--- src/sv/pidd_pkg.sv ---
`default_nettype none

package pidd_pkg;

	// APB register map, index = paddr[4:2]
	typedef enum logic [2:0] {
		REG_GAIN_P     = 3'd0,
		REG_GAIN_I     = 3'd1,
		REG_GAIN_D     = 3'd2,
		REG_BASE_SPEED = 3'd3,
		REG_CORR_MIN   = 3'd4,
		REG_CORR_MAX   = 3'd5
	} cfg_reg_t;

	localparam int unsigned PADDR_W = 5;

	// Q4.12 one and the integral clamp
	localparam logic signed [16:0] ERR_ONE     = 17'sd4096;
	localparam logic signed [16:0] ERR_ONE_NEG = -17'sd4096;

	// correction = round(t / (100 * 4096)), ties away from zero
	localparam logic [30:0] ROUND_HALF  = 31'd204800;
	localparam int unsigned FRAC_SHIFT  = 12;
	// floor(x / 100) = (x * 5243) >> 19, exact for x <= 25600
	localparam logic [14:0] QUOT_SAT    = 15'd25600;
	localparam logic [12:0] RECIP_100   = 13'd5243;
	localparam int unsigned RECIP_SHIFT = 19;

	localparam logic [6:0] FIXED_DUTY = 7'd50;
	localparam logic [6:0] DUTY_MAX   = 7'd100;

	localparam logic [6:0]        BASE_SPEED_RST = 7'd50;
	localparam logic signed [7:0] CORR_MIN_RST   = -8'sd100;
	localparam logic signed [7:0] CORR_MAX_RST   = 8'sd100;

endpackage

`default_nettype wire

--- src/sv/pid_differential_drive_top.sv ---
`default_nettype none

// Differential-drive steering controller. Each input word carries a Q4.12
// steering error, an unsigned Q2.8 speed factor and a fixed-speed flag;
// each output word carries left and right forward duties (0..100) and the
// clamped PID correction. The integral sum (clamped to +/-1.0) and the
// previous error are updated as the word is accepted, so words may arrive
// in every cycle: throughput is one word per clock unless the output
// stalls. The accept edge loads the input/state register, then the gain
// multipliers, sum and rounding, reciprocal multiply and output clamp each
// feed a register. The stages move together with bubble collapse; in_ready
// drops only when every stage and the output register are full and the
// output is not taken. A fixed-speed word yields 50/50 with a zero
// correction and leaves the PID state untouched. Gains, base speed and
// correction limits are written over APB (byte address 4*index); the user
// must write them only while the pipe is empty; the block does not check.
module pid_differential_drive_top
	import pidd_pkg::*;
(
	input  wire logic                clk,
	input  wire logic                arst_n,

	input  wire logic                psel,
	input  wire logic                penable,
	input  wire logic                pwrite,
	input  wire logic [PADDR_W-1:0]  paddr,
	input  wire logic [31:0]         pwdata,
	output logic [31:0]              prdata,
	output logic                     pready,

	input  wire logic                in_valid,
	output logic                     in_ready,
	input  wire logic signed [15:0]  steer_error,
	input  wire logic [9:0]          speed_factor,
	input  wire logic                fixed_speed,

	output logic                     out_valid,
	input  wire logic                out_ready,
	output logic [6:0]               left_duty,
	output logic [6:0]               right_duty,
	output logic signed [7:0]        steer_correction
);

	// ---------------- configuration registers ----------------
	logic [12:0]       gain_p_q;
	logic [9:0]        gain_i_q;
	logic [9:0]        gain_d_q;
	logic [6:0]        base_speed_q;
	logic signed [7:0] corr_min_q;
	logic signed [7:0] corr_max_q;

	logic     cfg_wr;
	cfg_reg_t cfg_sel;

	assign pready  = 1'b1;
	assign cfg_wr  = psel & penable & pwrite;
	assign cfg_sel = cfg_reg_t'(paddr[4:2]);

	always_ff @(posedge clk or negedge arst_n) begin
		if (!arst_n) begin
			gain_p_q     <= '0;
			gain_i_q     <= '0;
			gain_d_q     <= '0;
			base_speed_q <= BASE_SPEED_RST;
			corr_min_q   <= CORR_MIN_RST;
			corr_max_q   <= CORR_MAX_RST;
		end else if (cfg_wr) begin
			unique case (cfg_sel)
				REG_GAIN_P:     gain_p_q     <= pwdata[12:0];
				REG_GAIN_I:     gain_i_q     <= pwdata[9:0];
				REG_GAIN_D:     gain_d_q     <= pwdata[9:0];
				REG_BASE_SPEED: base_speed_q <= pwdata[6:0];
				REG_CORR_MIN:   corr_min_q   <= pwdata[7:0];
				REG_CORR_MAX:   corr_max_q   <= pwdata[7:0];
				default: ;  // unmapped indexes ignored
			endcase
		end
	end

	always_comb begin
		prdata = '0;
		unique case (cfg_sel)
			REG_GAIN_P:     prdata = {19'd0, gain_p_q};
			REG_GAIN_I:     prdata = {22'd0, gain_i_q};
			REG_GAIN_D:     prdata = {22'd0, gain_d_q};
			REG_BASE_SPEED: prdata = {25'd0, base_speed_q};
			REG_CORR_MIN:   prdata = {24'd0, corr_min_q};
			REG_CORR_MAX:   prdata = {24'd0, corr_max_q};
			default:        prdata = '0;
		endcase
	end

	// ---------------- pipeline flow control ----------------
	// a stage loads when it is empty or its contents move on
	logic v_s1, v_s2, v_s3, v_s4;
	logic en_out, en_s4, en_s3, en_s2, en_s1;
	logic in_acc;

	assign en_out   = !out_valid || out_ready;
	assign en_s4    = !v_s4 || en_out;
	assign en_s3    = !v_s3 || en_s4;
	assign en_s2    = !v_s2 || en_s3;
	assign en_s1    = !v_s1 || en_s2;
	assign in_ready = en_s1;
	assign in_acc   = in_valid && in_ready;

	always_ff @(posedge clk or negedge arst_n) begin
		if (!arst_n) begin
			v_s1      <= 1'b0;
			v_s2      <= 1'b0;
			v_s3      <= 1'b0;
			v_s4      <= 1'b0;
			out_valid <= 1'b0;
		end else begin
			if (en_s1)  v_s1      <= in_valid;
			if (en_s2)  v_s2      <= v_s1;
			if (en_s3)  v_s3      <= v_s2;
			if (en_s4)  v_s4      <= v_s3;
			if (en_out) out_valid <= v_s4;
		end
	end

	// ---------------- stage 1: PID state update at accept ----------------
	logic signed [13:0] error_sum_q;
	logic signed [15:0] last_error_q;
	logic signed [16:0] sum_raw;
	logic signed [13:0] sum_nx;
	logic signed [16:0] diff_nx;

	assign sum_raw = {{3{error_sum_q[13]}}, error_sum_q} + {steer_error[15], steer_error};
	assign diff_nx = {steer_error[15], steer_error} - {last_error_q[15], last_error_q};

	// integral clamp to +/-1.0
	always_comb begin
		if (sum_raw > ERR_ONE)
			sum_nx = ERR_ONE[13:0];
		else if (sum_raw < ERR_ONE_NEG)
			sum_nx = ERR_ONE_NEG[13:0];
		else
			sum_nx = sum_raw[13:0];
	end

	always_ff @(posedge clk or negedge arst_n) begin
		if (!arst_n) begin
			error_sum_q  <= '0;
			last_error_q <= '0;
		end else if (in_acc && !fixed_speed) begin
			error_sum_q  <= sum_nx;
			last_error_q <= steer_error;
		end
	end

	logic signed [15:0] err_s1;
	logic signed [13:0] sum_s1;
	logic signed [16:0] diff_s1;
	logic [9:0]         factor_s1;
	logic               fixed_s1;

	always_ff @(posedge clk) begin
		if (in_acc) begin
			err_s1    <= steer_error;
			sum_s1    <= sum_nx;
			diff_s1   <= diff_nx;
			factor_s1 <= speed_factor;
			fixed_s1  <= fixed_speed;
		end
	end

	// ---------------- stage 2: gain products, base duty ----------------
	logic signed [29:0] prod_p;
	logic signed [24:0] prod_i;
	logic signed [27:0] prod_d;
	logic [16:0]        base_full;

	assign prod_p    = $signed({1'b0, gain_p_q}) * err_s1;
	assign prod_i    = $signed({1'b0, gain_i_q}) * sum_s1;
	assign prod_d    = $signed({1'b0, gain_d_q}) * diff_s1;
	assign base_full = base_speed_q * factor_s1;

	logic signed [29:0] pp_s2;
	logic signed [24:0] pi_s2;
	logic signed [27:0] pd_s2;
	logic [8:0]         base_s2;
	logic               fixed_s2;

	always_ff @(posedge clk) begin
		if (en_s2 && v_s1) begin
			pp_s2    <= prod_p;
			pi_s2    <= prod_i;
			pd_s2    <= prod_d;
			base_s2  <= base_full[16:8];  // floor(base * factor / 256)
			fixed_s2 <= fixed_s1;
		end
	end

	// ---------------- stage 3: sum, magnitude, round, scale ----------------
	logic signed [31:0] t_sum;
	logic [31:0]        t_mag;
	logic [30:0]        t_rnd;
	logic [18:0]        quot_in;
	logic [14:0]        quot_sat;

	assign t_sum = {{2{pp_s2[29]}}, pp_s2} + {{7{pi_s2[24]}}, pi_s2}
	             + {{4{pd_s2[27]}}, pd_s2};
	assign t_mag = t_sum[31] ? 32'(-t_sum) : 32'(t_sum);
	// |t| < 2^30, so the rounded sum fits 31 bits
	assign t_rnd   = t_mag[30:0] + ROUND_HALF;
	assign quot_in = t_rnd[30:FRAC_SHIFT];
	// beyond 256 the output clamp decides anyway
	assign quot_sat = (quot_in >= 19'(QUOT_SAT)) ? QUOT_SAT : quot_in[14:0];

	logic [14:0] quot_s3;
	logic        neg_s3;
	logic [8:0]  base_s3;
	logic        fixed_s3;

	always_ff @(posedge clk) begin
		if (en_s3 && v_s2) begin
			quot_s3  <= quot_sat;
			neg_s3   <= t_sum[31];
			base_s3  <= base_s2;
			fixed_s3 <= fixed_s2;
		end
	end

	// ---------------- stage 4: divide by 100 via reciprocal ----------------
	logic [27:0] recip_s4;
	logic        neg_s4;
	logic [8:0]  base_s4;
	logic        fixed_s4;

	always_ff @(posedge clk) begin
		if (en_s4 && v_s3) begin
			recip_s4 <= quot_s3 * RECIP_100;
			neg_s4   <= neg_s3;
			base_s4  <= base_s3;
			fixed_s4 <= fixed_s3;
		end
	end

	// ---------------- output stage: clamp, mix, saturate ----------------
	logic [8:0]         q_mag;
	logic signed [9:0]  q_sgn;
	logic signed [9:0]  cmin_ext, cmax_ext;
	logic signed [7:0]  corr;
	logic signed [10:0] left_raw, right_raw;
	logic [6:0]         left_sat, right_sat;

	assign q_mag    = recip_s4[27:RECIP_SHIFT];
	assign q_sgn    = neg_s4 ? -$signed({1'b0, q_mag}) : $signed({1'b0, q_mag});
	assign cmin_ext = {{2{corr_min_q[7]}}, corr_min_q};
	assign cmax_ext = {{2{corr_max_q[7]}}, corr_max_q};

	// upper limit checked first, matters when limits are inverted
	always_comb begin
		if (q_sgn > cmax_ext)
			corr = corr_max_q;
		else if (q_sgn < cmin_ext)
			corr = corr_min_q;
		else
			corr = q_sgn[7:0];
	end

	assign left_raw  = $signed({2'b00, base_s4}) + {{3{corr[7]}}, corr};
	assign right_raw = $signed({2'b00, base_s4}) - {{3{corr[7]}}, corr};

	always_comb begin
		if (left_raw[10])
			left_sat = '0;
		else if (left_raw > $signed({4'd0, DUTY_MAX}))
			left_sat = DUTY_MAX;
		else
			left_sat = left_raw[6:0];

		if (right_raw[10])
			right_sat = '0;
		else if (right_raw > $signed({4'd0, DUTY_MAX}))
			right_sat = DUTY_MAX;
		else
			right_sat = right_raw[6:0];
	end

	always_ff @(posedge clk) begin
		if (en_out && v_s4) begin
			if (fixed_s4) begin
				left_duty        <= FIXED_DUTY;
				right_duty       <= FIXED_DUTY;
				steer_correction <= '0;
			end else begin
				left_duty        <= left_sat;
				right_duty       <= right_sat;
				steer_correction <= corr;
			end
		end
	end

endmodule

`default_nettype wire

--- config.mk ---
export PLATFORM = sky130hd
export DESIGN_NAME = pid_differential_drive_top
export DESIGN_NICKNAME = d
export VERILOG_FILES = /design/src/sv/pidd_pkg.sv /design/src/sv/pid_differential_drive_top.sv
export SDC_FILE = /design/constraint.sdc
export NUM_CORES = 2
export LEC_CHECK = 0
export BUFFER_PORTS_ARGS = -buffer_cell sky130_fd_sc_hd__buf_2
export CORE_ASPECT_RATIO = 1.25
export CORE_UTILIZATION = 50
export DETAILED_ROUTE_END_ITERATION = 6
export PLACE_DENSITY = 0.75
export SLEW_MARGIN = 20
export SYNTH_ARGS = -nofsm -noshare
export SYNTH_HDL_FRONTEND = slang
export SYNTH_SLANG_ARGS = --single-unit
--- constraint.sdc ---
create_clock -name clk -period 20.9 [get_ports clk]
set_clock_uncertainty 0.1 [all_clocks]
set_input_delay 6.27 -clock clk [delete_from_list [all_inputs] [get_ports clk]]
set_output_delay 6.27 -clock clk [all_outputs]
set_load 0.02 [all_outputs]
# Word level (Yosys, flattened, before mapping)
# Cells that the tools add are included.
# word_totals
inputBits,71
output_inout_bits,57
ff_bits,329
elab_cells,105
# classes
n_lt_le_gt_ge,7
muxes,11
mul,5
reduce_logical,28
eq_ne,5
bitwise_logic,2
n_addsub,9
# ops
operator,count
$pmux W13 S6,1
$add A31 B28 Y32,1
$add A30 B25 Y31,1
$add A31 B18 Y31 const B,1
$mux W31,1
$neg A31 Y31,1
$mul A14 B16 Y30,1
$mul A11 B17 Y28,1
$mul A15 B13 Y28 const B,1
$mux W14,2
$mul A11 B14 Y25,1
$gt A11 B8 Y1 const B,2
$ge A19 B15 Y1 const B,1
$add A14 B16 Y17,1
$gt A17 B14 Y1 const B,1
$lt A17 B13 Y1 const B,1
$mul A7 B10 Y17,1
$sub A16 B16 Y17,1
$mux W8,2
$mux W7,2
$mux W6,2
$reduce_and A2 Y1,6
$add A10 B8 Y11,1
$sub A10 B8 Y11,1
other kinds (14),33

# Longest topological paths before layout
# logic_depth
ltp_word,9
depth_mapped,33
ltp_nobuf,32

# Worst setup path after synthesis
# OpenSTA, ideal clock, no wires.
# synth_timing
path_type,input-to-output
startpoint,in paddr[2]
endpoint,out prdata[7]
required_time_ns,14.530
slack_ns,6.778
t_arrival_ns,7.752
stages,5
n_path_buf,2
path_cell_list,clkbuf_1 > buf_1 > mux4_2 > inv_1 > o21ai_0
# synth_between
elab_chain_cells,2
word_cells_on_any_way,7
cone_classes,eq/ne: 5; mux: 1; reduce/logical: 1
# synth_lines
item,line_no,text
from (decl),pid_differential_drive_top.sv:26,"input wire logic [PADDR_W-1:0] paddr,"
$eq A3 B3 Y1 (tied with other cells),pid_differential_drive_top.sv:82,unique case (cfg_sel)
$pmux W13 S6 *,pid_differential_drive_top.sv:82,
to (decl),pid_differential_drive_top.sv:28,"output logic [31:0] prdata,"
# Every way passes the cells marked *; elsewhere a longest branch is shown, timed or not.

# Worst setup path after layout
# layout_timing
startpoint,in paddr[2]
endpoint,out prdata[0]
# The elaborated chain is that of the path after synthesis.

==> PnR_summary.wiki <==
{| class="wikitable"
! Metric !! Value
|-
| Number of standard-cell rows in the floorplan || 119
|-
| Startpoint type of the worst setup path || input port
|-
| Full die area || 0.0863 mm2
|-
| Cell area after synthesis || 0.0426 mm2
|-
| Die W || 263 um
|-
| Most used routing layer || met2
|-
| Share of synthesized flip-flops with an asynchronous set or reset || 0.294
|-
| Combined flip-flop and latch cell area || 0.00887 mm2
|-
| Post-synthesis cell count || 4284
|-
| Global routing met2 resource utilization || 0.410
|-
| Drt first-iter violations || 1363
|-
| Worst-path fanout max || 29
|-
| Result of the run || finished clean
|-
| Number of clock sinks || 310
|-
| Final-report hold violation count || 0
|-
| Final wirelength || 93600 um
|-
| H-tree levels || 2
|-
| Number of buffers created by CTS || 35
|-
| Maximum clock path buffer count || 3
|-
| Count of max-cap constraint violations || 0
|-
| Final critical delay including setup and external delays || 14.09 ns
|-
| Setup TNS || 0 ns
|-
| Cell taking the most area after synthesis || sky130_fd_sc_hd__fa_1
|-
| Slew margin rel. || 0.291
|-
| Port-buffer cells || 86
|-
| Placer Congestion || 0.915
|-
| Global-route wire length before repair || 155000 um
|-
| Root cell of the clock tree || sky130_fd_sc_hd__clkbuf_16
|-
| Synth top area cells || sky130_fd_sc_hd__fa_1 29%, sky130_fd_sc_hd__edfxtp_1 15%, sky130_fd_sc_hd__ha_1 13%, sky130_fd_sc_hd__inv_1 6.9%, sky130_fd_sc_hd__and2_1 4.9%
|-
| Register-to-register setup slack || 13.46 ns
|-
| Tightest Pin Transition || 1.06 ns
|-
| Worst Path Class, Setup || input port to output pin
|-
| Endpoint, Worst Hold || base_s4[3]
|-
| Seq/Total Area, Yosys || 0.208
|-
| Latest clock arrival within the worst-skew pair || 0.57 ns
|-
| Worst hold path startpoint || base_s3[3]
|-
| Worst reg-to-reg path cell count || 23
|-
| Post-synth top flop || sky130_fd_sc_hd__edfxtp_1
|-
| Std-Cell Core Area || 0.0843 mm2
|-
| Critical R2R Capture || pp_s2[29]
|-
| Maximum number of pins on one net before global-route repair || 78
|-
| Endpoint kind of the worst setup timing path || output pin
|-
| Hold buffers post-CTS || 0
|-
| Total placed cells including tap cells || 5332
|-
| Unique cell type count in the Yosys netlist || 91
|-
| Post-CTS setup buffers || 0
|-
| Detailed-route vias per instance || 5.50
|-
| Layout overhead on the synthesized area || 5.97%
|-
| Area share of the leading cell type in the synthesized netlist || 0.294
|-
| Type of the most critical hold path || flip-flop to flip-flop
|-
| CTS tree || yes
|-
| Vias in the first global route || 31400
|-
| Post-route insts no fill || 5399
|-
| Yosys warning total || 0
|-
| Antenna violations before repair || 5
|-
| Number of enable-type register cells in the synthesized netlist || 219
|-
| Synthesized area per cell || 9.94 um2
|-
| Pins over their slew limit || 0
|-
| Arrival time of data at the critical path endpoint || 7.72 ns
|-
| DIE HEIGHT || 328 um
|-
| Nets@finish || 5407
|-
| Worst-path clk slew || 0.06 ns
|-
| Fill count || 7315
|-
| Boundary pin count || 128
|-
| Total area of multi-input combinational cells || 0.0302 mm2
|-
| Cell depth of the worst min-delay path || 0
|-
| Aggregate global routing overflow || 0
|-
| CP Data Required Time || 14.53 ns
|-
| Met3 track demand over resource in global routing || 0.0275
|-
| CP startpoint || paddr[2]
|-
| FMAX || 71.0 MHz
|-
| Detailed-placement wirelength estimate || 77600 um
|-
| Post-DRT Antenna Nets || 0
|-
| First drt pass iteration count || 6
|-
| Number of endpoints failing setup at the final stage || 0
|-
| Setup repair after global routing missed its margin || no
|-
| Number of register bits inferred by synthesis || 310
|-
| Startpoint of the worst-slack reg-to-reg timing path || err_s1[7]
|-
| Total via count after detailed routing || 29700
|-
| Starting density of the core || 0.505
|-
| Post-detailed-route DRC marker count || 0
|-
| Proportion of layout cells with a drive suffix above 1 || 0.0678
|-
| Final period util || 0.674
|-
| Met1 capacity usage during global routing || 0.265
|-
| Post-detailed-route wirelength per cell || 17.3 um
|-
| Quantity of gates resized following cts || 0
|-
| GRT Total Usage || 0.223
|}
[cell type report]
type | instances | area share
flip-flops and latches | 310 | 0.197
inverters | 782 | 0.0651
well taps | 1089 | 0.0302
multi-input cells | 3051 | 0.669
diodes | 3 | 0.000166
clock inverters | 15 | 0.00369
clock buffers | 49 | 0.0238
repair buffers | 100 | 0.0119
[layer usage]
| metal | vias up | routed length, um |
|---|---|---|
| met2 | 711 | 48700 |
| li1 | 13800 | - |
| met4 | 6 | 3290 |
| met3 | 211 | 4310 |
| met5 | - | 42 |
| met1 | 14900 | 37300 |
[worst max-delay path, stage by stage]
cell	delay, ns
sky130_fd_sc_hd__buf_2	0.53
sky130_fd_sc_hd__mux2_2	0.41
sky130_fd_sc_hd__a22oi_1	0.13
sky130_fd_sc_hd__o22ai_1	0.15
sky130_fd_sc_hd__buf_2	0.21
[synthesized netlist by cell type (44+ instances only)]
master                       n
sky130_fd_sc_hd__inv_1     781
sky130_fd_sc_hd__fa_1      626
sky130_fd_sc_hd__ha_1      430
sky130_fd_sc_hd__nand2_1   384
sky130_fd_sc_hd__and2_1    336
sky130_fd_sc_hd__edfxtp_1  219
sky130_fd_sc_hd__nor2_1    176
sky130_fd_sc_hd__xnor2_1   141
sky130_fd_sc_hd__a21oi_1   131
sky130_fd_sc_hd__clkbuf_1  113
sky130_fd_sc_hd__o21ai_0   103
sky130_fd_sc_hd__dfrtp_1    81
sky130_fd_sc_hd__mux2_2     60
sky130_fd_sc_hd__nor3_1     51
sky130_fd_sc_hd__a21o_1     44
[worst max-delay path by stage]
stage / slack [ns] / endpoint / cells past startpoint
after global routing: 6.71 / prdata[8] / 6
final: 6.81 / prdata[0] / 5
after global placement: 6.83 / prdata[0] / 5
after floorplan: 6.78 / prdata[7] / 5
after detailed placement: 6.83 / prdata[0] / 5
after CTS: 6.83 / prdata[0] / 5
[cells in the final DEF (no fill, tap or decap), types with 16 or more instances in the layout]
| cell type | n |
|---|---|
| sky130_fd_sc_hd__fa_1 | 626 |
| sky130_fd_sc_hd__nand2_1 | 384 |
| sky130_fd_sc_hd__or3_1 | 19 |
| sky130_fd_sc_hd__xnor2_1 | 141 |
| sky130_fd_sc_hd__a211oi_2 | 16 |
| sky130_fd_sc_hd__and3_1 | 30 |
| sky130_fd_sc_hd__xor2_1 | 30 |
| sky130_fd_sc_hd__nand4_1 | 21 |
| sky130_fd_sc_hd__ha_1 | 430 |
| sky130_fd_sc_hd__a211oi_1 | 22 |
| sky130_fd_sc_hd__conb_1 | 20 |
| sky130_fd_sc_hd__mux2_2 | 60 |
| sky130_fd_sc_hd__o21ai_0 | 103 |
| sky130_fd_sc_hd__a31oi_1 | 20 |
| sky130_fd_sc_hd__o21a_1 | 36 |
| sky130_fd_sc_hd__a21o_1 | 44 |
| sky130_fd_sc_hd__nor2b_1 | 23 |
| sky130_fd_sc_hd__o21bai_1 | 23 |
| sky130_fd_sc_hd__dfrtp_1 | 81 |
| sky130_fd_sc_hd__o31ai_1 | 27 |
| sky130_fd_sc_hd__nand2b_1 | 22 |
| sky130_fd_sc_hd__nand3_1 | 40 |
| sky130_fd_sc_hd__clkbuf_16 | 39 |
| sky130_fd_sc_hd__nor3_1 | 51 |
| sky130_fd_sc_hd__buf_2 | 85 |
| sky130_fd_sc_hd__a21oi_1 | 131 |
| sky130_fd_sc_hd__inv_1 | 781 |
| sky130_fd_sc_hd__a21boi_0 | 17 |
| sky130_fd_sc_hd__nor2_1 | 176 |
| sky130_fd_sc_hd__edfxtp_1 | 219 |
| sky130_fd_sc_hd__and2_1 | 334 |
[flip-flops by register name (all words and copies together) (netlist names), 14 cells and up]
signal / flops
pi_s2: 25
sum_s1: 14
last_error_q: 16
quot_s3: 15
pp_s2: 30
pd_s2: 28
error_sum_q: 14
err_s1: 16
diff_s1: 17
[cells by family (layout without fill, tap and decap cells)]
group | after synthesis | count (layout) | share of synthesized area
simple gates | 1159 | 1159 | 0.137
fa+ha+maj | 1057 | 1057 | 0.421
buf+inv | 941 | 946 | 0.0851
compound gates | 563 | 563 | 0.0910
flops | 310 | 310 | 0.208
xor+xnor | 174 | 174 | 0.0363
mux | 78 | 78 | 0.0207
other cells | 2 | 23 | 0.000176
[metrics by stage]
| step | cell area (um2) | hold slack [ns] | setup WS (ns) | utilization |
|---|---|---|---|---|
| after global placement | 43900 | 0.300 | 6.83 | 0.520 |
| after CTS | 45100 | 0.318 | 6.83 | 0.535 |
| after floorplan | 42600 | 0.300 | 6.78 | - |
| after detailed placement | 43900 | 0.305 | 6.83 | 0.520 |
| final | 45100 | 0.317 | 6.81 | 0.535 |
| after global routing | 45100 | 0.323 | 6.71 | 0.535 |
Power is not shown: default switching activity piles up to over one toggle a cycle in this logic, so the estimate is an artifact.
